## config.mk

```make
export PLATFORM = sky130hd
export DESIGN_NAME = pidl_cell
export DESIGN_NICKNAME = d
export VERILOG_FILES = /design/src/rtl/core/pidl_pkg.sv /design/src/rtl/core/pidl_cell.sv
export SDC_FILE = /design/constraint.sdc
export NUM_CORES = 1
export LEC_CHECK = 0
export BUFFER_PORTS_ARGS = -buffer_cell sky130_fd_sc_hd__buf_2
export CAP_MARGIN = 0
export CELL_PAD_IN_SITES_DETAIL_PLACEMENT = 1
export CELL_PAD_IN_SITES_GLOBAL_PLACEMENT = 1
export CORE_MARGIN = 4
export CORE_UTILIZATION = 32
export DETAILED_ROUTE_END_ITERATION = 6
export GPL_TIMING_DRIVEN = 1
export PLACE_DENSITY = 0.85
export SLEW_MARGIN = 20
export SYNTH_ARGS = -nofsm -noshare
export SYNTH_HDL_FRONTEND = slang
export SYNTH_SLANG_ARGS = --single-unit
```

## constraint.sdc

```tcl
create_clock -name clk -period 8.85 [get_ports clk]
set_input_delay 0.4425 -clock clk [delete_from_list [all_inputs] [get_ports clk]]
set_output_delay 0.4425 -clock clk [all_outputs]
set_load 0.01 [all_outputs]
```

## src/rtl/core/pidl_pkg.sv

```systemverilog
// shared types and constants for the positional insert/delete list
package pidl_pkg;

    localparam int CAPACITY = 128;
    localparam int DATA_W   = 32;
    localparam int POS_W    = 8;
    localparam int FILL_W   = 8;
    localparam int IDX_W    = $clog2(CAPACITY);
    localparam int CNT_W    = $clog2(CAPACITY + 1);
    localparam int CMP_W    = ((CNT_W > POS_W) ? CNT_W : POS_W) + 1;
    localparam int GRP      = 8;
    localparam int NGRP     = (CAPACITY + GRP - 1) / GRP;

    typedef enum logic [1:0] {
        KIND_INSERT = 2'd0,
        KIND_DELETE = 2'd1,
        KIND_READ   = 2'd2
    } kind_t;

    typedef enum logic [1:0] {
        ST_OK        = 2'd0,
        ST_OVERFLOW  = 2'd1,
        ST_UNDERFLOW = 2'd2,
        ST_BADPOS    = 2'd3
    } status_t;

    typedef enum logic [1:0] {
        PH_IDLE = 2'd0,
        PH_EXEC = 2'd1,
        PH_FIN  = 2'd2
    } phase_t;

    typedef struct packed {
        logic                     ins;
        logic                     del;
        logic                     rd;
        logic [IDX_W-1:0]         slot;
        logic signed [DATA_W-1:0] value;
    } cell_ctl_t;

endpackage

```

## src/rtl/core/pidl_cell.sv

```systemverilog
// one list slot: holds an entry and shifts toward either neighbor
module pidl_cell (
    input  logic                               clk,
    input  logic [pidl_pkg::IDX_W-1:0]         cell_index,
    input  pidl_pkg::cell_ctl_t                ctl,
    input  logic signed [pidl_pkg::DATA_W-1:0] left_entry,
    input  logic signed [pidl_pkg::DATA_W-1:0] right_entry,
    output logic signed [pidl_pkg::DATA_W-1:0] entry,
    output logic signed [pidl_pkg::DATA_W-1:0] rd_data
);

    logic signed [pidl_pkg::DATA_W-1:0] entry_reg;
    logic signed [pidl_pkg::DATA_W-1:0] entry_next;

    always_comb
    begin
        entry_next = entry_reg;
        if (ctl.ins)
        begin
            if (cell_index > ctl.slot)
                entry_next = left_entry;
            else if (cell_index == ctl.slot)
                entry_next = ctl.value;
        end
        else if (ctl.del && (cell_index >= ctl.slot))
        begin
            entry_next = right_entry;
        end
    end

    always_ff @(posedge clk)
    begin
        entry_reg <= entry_next;
    end

    assign entry   = entry_reg;
    assign rd_data = (ctl.rd && (cell_index == ctl.slot)) ? entry_reg : '0;

endmodule

```

Word-level counts from Yosys, hierarchy flattened:

Index checks and enable logic that the tools add are counted.

* bits in registers: 32
* output and inout port bits: 64

* magnitude comparators: 2
* eq/ne operators: 2
* multiplexer cells: 5
* reduce and logical (&&, ||, !) cells: 4

Operators by type and width (count)
* $mux W32: 5
* $eq A7 B7 Y1: 1
* $ge A7 B7 Y1: 1
* $gt A7 B7 Y1: 1
* $ne A3 B1 Y1 const B: 1
* $logic_and A1 B1 Y1: 2
* $reduce_and A2 Y1: 1
* $reduce_bool A2 Y1: 1

Depth between registers and ports, before layout:

* word-level depth: 4
* gate-level depth with buffers: 8
* mapped depth without buffers: 6

Worst setup path before layout:

Ideal clock, no wire load.

* kind: input to register
* start point: input port ctl[38] (netlist bit)
* end point: register entry_reg (netlist bit entry[0]), enable pin
* setup time: 0.432 ns
* arrival time: 2.818 ns
* required time: 8.418 ns
* slack: 5.601 ns
* stages on the path: 6
* path buffers: 1
* cell sequence: inv_1 ha_1 nand2_1 o21a_1 buf_2 a21oi_1

* longest elaborated chain between the ends: 4
* elaborated cells on any way between the ends: 7

Ends and longest elaborated chain
* start, declared: line pidl_cell.sv:5 `input pidl_pkg::cell_ctl_t ctl,`
* $ge A7 B7 Y1: line pidl_cell.sv:25 `else if (ctl.del && (cell_index >= ctl.slot))`
* $logic_and A1 B1 Y1: line pidl_cell.sv:25
* $reduce_bool A2 Y1 (no line)
* $reduce_and A2 Y1 (no line) *
* end signal, assigned: line pidl_cell.sv:33 `entry_reg <= entry_next;`
* end, declared: line pidl_cell.sv:12 `logic signed [pidl_pkg::DATA_W-1:0] entry_reg;`

Mark *: on every way between the ends. The rest lies on a longest branch, timed or not.
A chain may end at the register's enable or synchronous reset.

Worst setup path in the final report:

* start point: input port ctl[38] (netlist bit)
* end point: output port rd_data[18] (netlist bit)

* longest elaborated chain between the ends: 3

Ends and longest elaborated chain
* $eq A7 B7 Y1: line pidl_cell.sv:37 `assign rd_data = (ctl.rd && (cell_index == ctl.slot)) ? entry_reg : '0;`
* $logic_and A1 B1 Y1: line pidl_cell.sv:37
* $mux W32: line pidl_cell.sv:37
* end, declared: line pidl_cell.sv:9 `output logic signed [pidl_pkg::DATA_W-1:0] rd_data`

Every way passes these cells.

==> flow_metrics.env <==
export IMPL_cts_resized=0
export IMPL_syn_inst=293
export IMPL_setup_viol=0
export IMPL_hpwl_um=7330
export IMPL_critPathMaxFanout=64
export IMPL_path_class="in -> out"
export IMPL_status="complete, no violations"
export IMPL_vias=3102
export IMPL_worstPathArrival_ps=2100
export IMPL_first_pass_iters=4
export IMPL_finalCritPeriodShare_pct=28.7
export IMPL_swShare_pct=30.5
export IMPL_power_w=0.000492
export IMPL_die_area_um2=9890
export IMPL_cp_end_kind="output pin"
export IMPL_drive_above_1_share_pct=44.2
export IMPL_cp_start_kind="primary input"
export IMPL_powerDensity_nw_per_um2=136
export IMPL_p_leak_nw=1.75
export IMPL_ys_ff_latch=32
export IMPL_netlist_area_um2=2680
export IMPL_synth_top_area_share_pct=35.9
export IMPL_synth_simple_area_share_pct=30.3
export IMPL_area_delta_synth_final_pct=34.8
export IMPL_place_congestion=0.762
export IMPL_tightest_slew_ps=1080
export IMPL_postCtsHoldBufs=0
export IMPL_synth_top_family_by_area="simple AND/OR/NAND/NOR gates"
export IMPL_die_w_um=99.5
export IMPL_slew_headroom_pct=27.9
export IMPL_finalMaxSlewViolations=0
export IMPL_dieHeight_um=99.5
export IMPL_fillers=1029
export IMPL_ys_seq_area_share_pct=35.9
export IMPL_cts_clk_slew_worst_paths_ps=70
export IMPL_synth_avg_cell_area_um2=9.13
export IMPL_pwr_share_seq_pct=42.9
export IMPL_largest_reg_flops=32
export IMPL_synthXorXnorAreaFrac_pct=0
export IMPL_hold_violations=0
export IMPL_io_buffers=177
export IMPL_route_detailed_wl_per_inst_um=18.1
export IMPL_cts_sinks=32
export IMPL_layout_common_cells="176 x buf_2, 33 x and3_1"
export IMPL_final_common_cell="buf_2"
export IMPL_synth_warnings=0
export IMPL_wl_met2_um=5040
export IMPL_worstPathRequired_ps=8410
export IMPL_intPower_w=0.000342
export IMPL_hp_class="in -> reg"
export IMPL_start_util_pct=32.7
export IMPL_grt_overflow=0
export IMPL_vias_per_cell=5.66
export IMPL_post_cts_buffers=0
export IMPL_grt_pass1_wl_um=15700
export IMPL_top_layer="met4"
export IMPL_diodes=0
export IMPL_grt_max_degree=95
export IMPL_cap_violations=0
export IMPL_root_buffer="clkbuf_8"
export IMPL_yosysUniqueCellTypes=26
export IMPL_power_switching_w=0.000150
export IMPL_grt_setup_unrepaired="no"
export IMPL_top_level_ports=178
export IMPL_ir_drop_uv=57.9
export IMPL_yosys_area_top_type="edfxtp_1"
export IMPL_met1_length_um=4000
export IMPL_met3_length_um=741
export IMPL_synth_area_mux_share_pct=0
export IMPL_drtAntennaViolNets=0
export IMPL_core_rowCount=33
export IMPL_clockBufferDepth=2
export IMPL_synth_compound_area_share_pct=20.4
export IMPL_grt_antenna_before_repair=0
export IMPL_nets=563
export IMPL_final_setup_tns_ps=0
export IMPL_clkPwrFrac_pct=28.2
export IMPL_period_minus_slack_ps=2540
export IMPL_routed_wirelength_um=9940
export IMPL_fmax_ghz=0.394
export IMPL_syn_nets=414
export IMPL_grt_usage_pct=19.5
export IMPL_synth_area_leaders="edfxtp_1 36%, o2111ai_1 10%, and3_1 7.7%"
export IMPL_combPwrFrac_pct=28.9
export IMPL_synth_fa_ha_area_share_pct=3.27
export IMPL_drc=0
export IMPL_grt_pass1_vias=3116
export IMPL_cts_max_level=2
export IMPL_cts_tree="yes"
export IMPL_core_um2=8180
export IMPL_drtIter0Drc=113
export IMPL_cts_made_buffers=5
## Yosys cell counts (all sizes together)
master    n
and3b     1
ha        7
nand2     2
nor2b    32
a21o      1
o21ai     2
nor2      1
buf      31
nand4    32
edfxtp   32
o31ai     1
clkbuf    8
and2      1
a21oi     3
and3     33
o21a      2
a31oi    32
nand3    32
o2111ai  32
and4      1
inv       7
## power by group through the flow
| stage | Combinational, W | Sequential [W] | Clock [W] |
|---|---|---|---|
| after CTS | 0.000143 | 0.000211 | 0.000141 |
| after global placement | 0.000137 | 0.000214 | 0 |
| after floorplan | 0.0000640 | 0.000225 | 0 |
| final | 0.000142 | 0.000211 | 0.000139 |
| after global routing | 0.000156 | 0.000215 | 0.000150 |
| after detailed placement | 0.000143 | 0.000215 | 0 |
## cell families after synthesis
| kind of cell | Yosys count |
|---|---|
| flops | 32 |
| compound gates | 73 |
| simple gates | 135 |
| fa+ha+maj | 7 |
| buf+inv | 46 |
## worst paths after layout
path	start	endpoint	slack, ps	cells past startpoint
setup / recovery	ctl[38]	rd_data[18]	6310	7
hold / removal	ctl[3]	entry[3]$_DFFE_PP_	500	3
## cell type report
cell class,instances,area [um^2],share of cell area (%)
sequential,32,961,26.6
inverter,7,26.3,0.728
tap,105,131,3.64
multi-input combinational,215,1460,40.5
clock inverter,2,35.0,0.971
clock buffer,6,72.6,2.01
timing repair buffer,181,918,25.5
## through the flow
stage          hold slack (ps)  std cells  utilization, %  worst slack (ps)  instance area [um^2]
6_report                   498        548            44.1              6310                  3610
5_1_grt                    503        548            44.1              6190                  3610
4_1_cts                    491        548            44.1              6300                  3600
3_5_place_dp               790        540            42.8              6110                  3500
3_3_place_gp               781        540            42.8              6230                  3500
2_1_floorplan              673        293               -              5600                  2680
## metal layers
metal	global-route usage, %	vias to the layer above
li1	-	1480
met1	24.2	1469
met2	34.0	138
met3	4.14	15
met4	5.88	0
met5	0	-
## worst max-delay path: stages
cell and delay (ps):
buf_2 70, inv_1 30, ha_1 310, and4_4 270, and2_4 530, and3_1 260
buf_2 130
No activity file was read; power rests on OpenSTA's default activity.
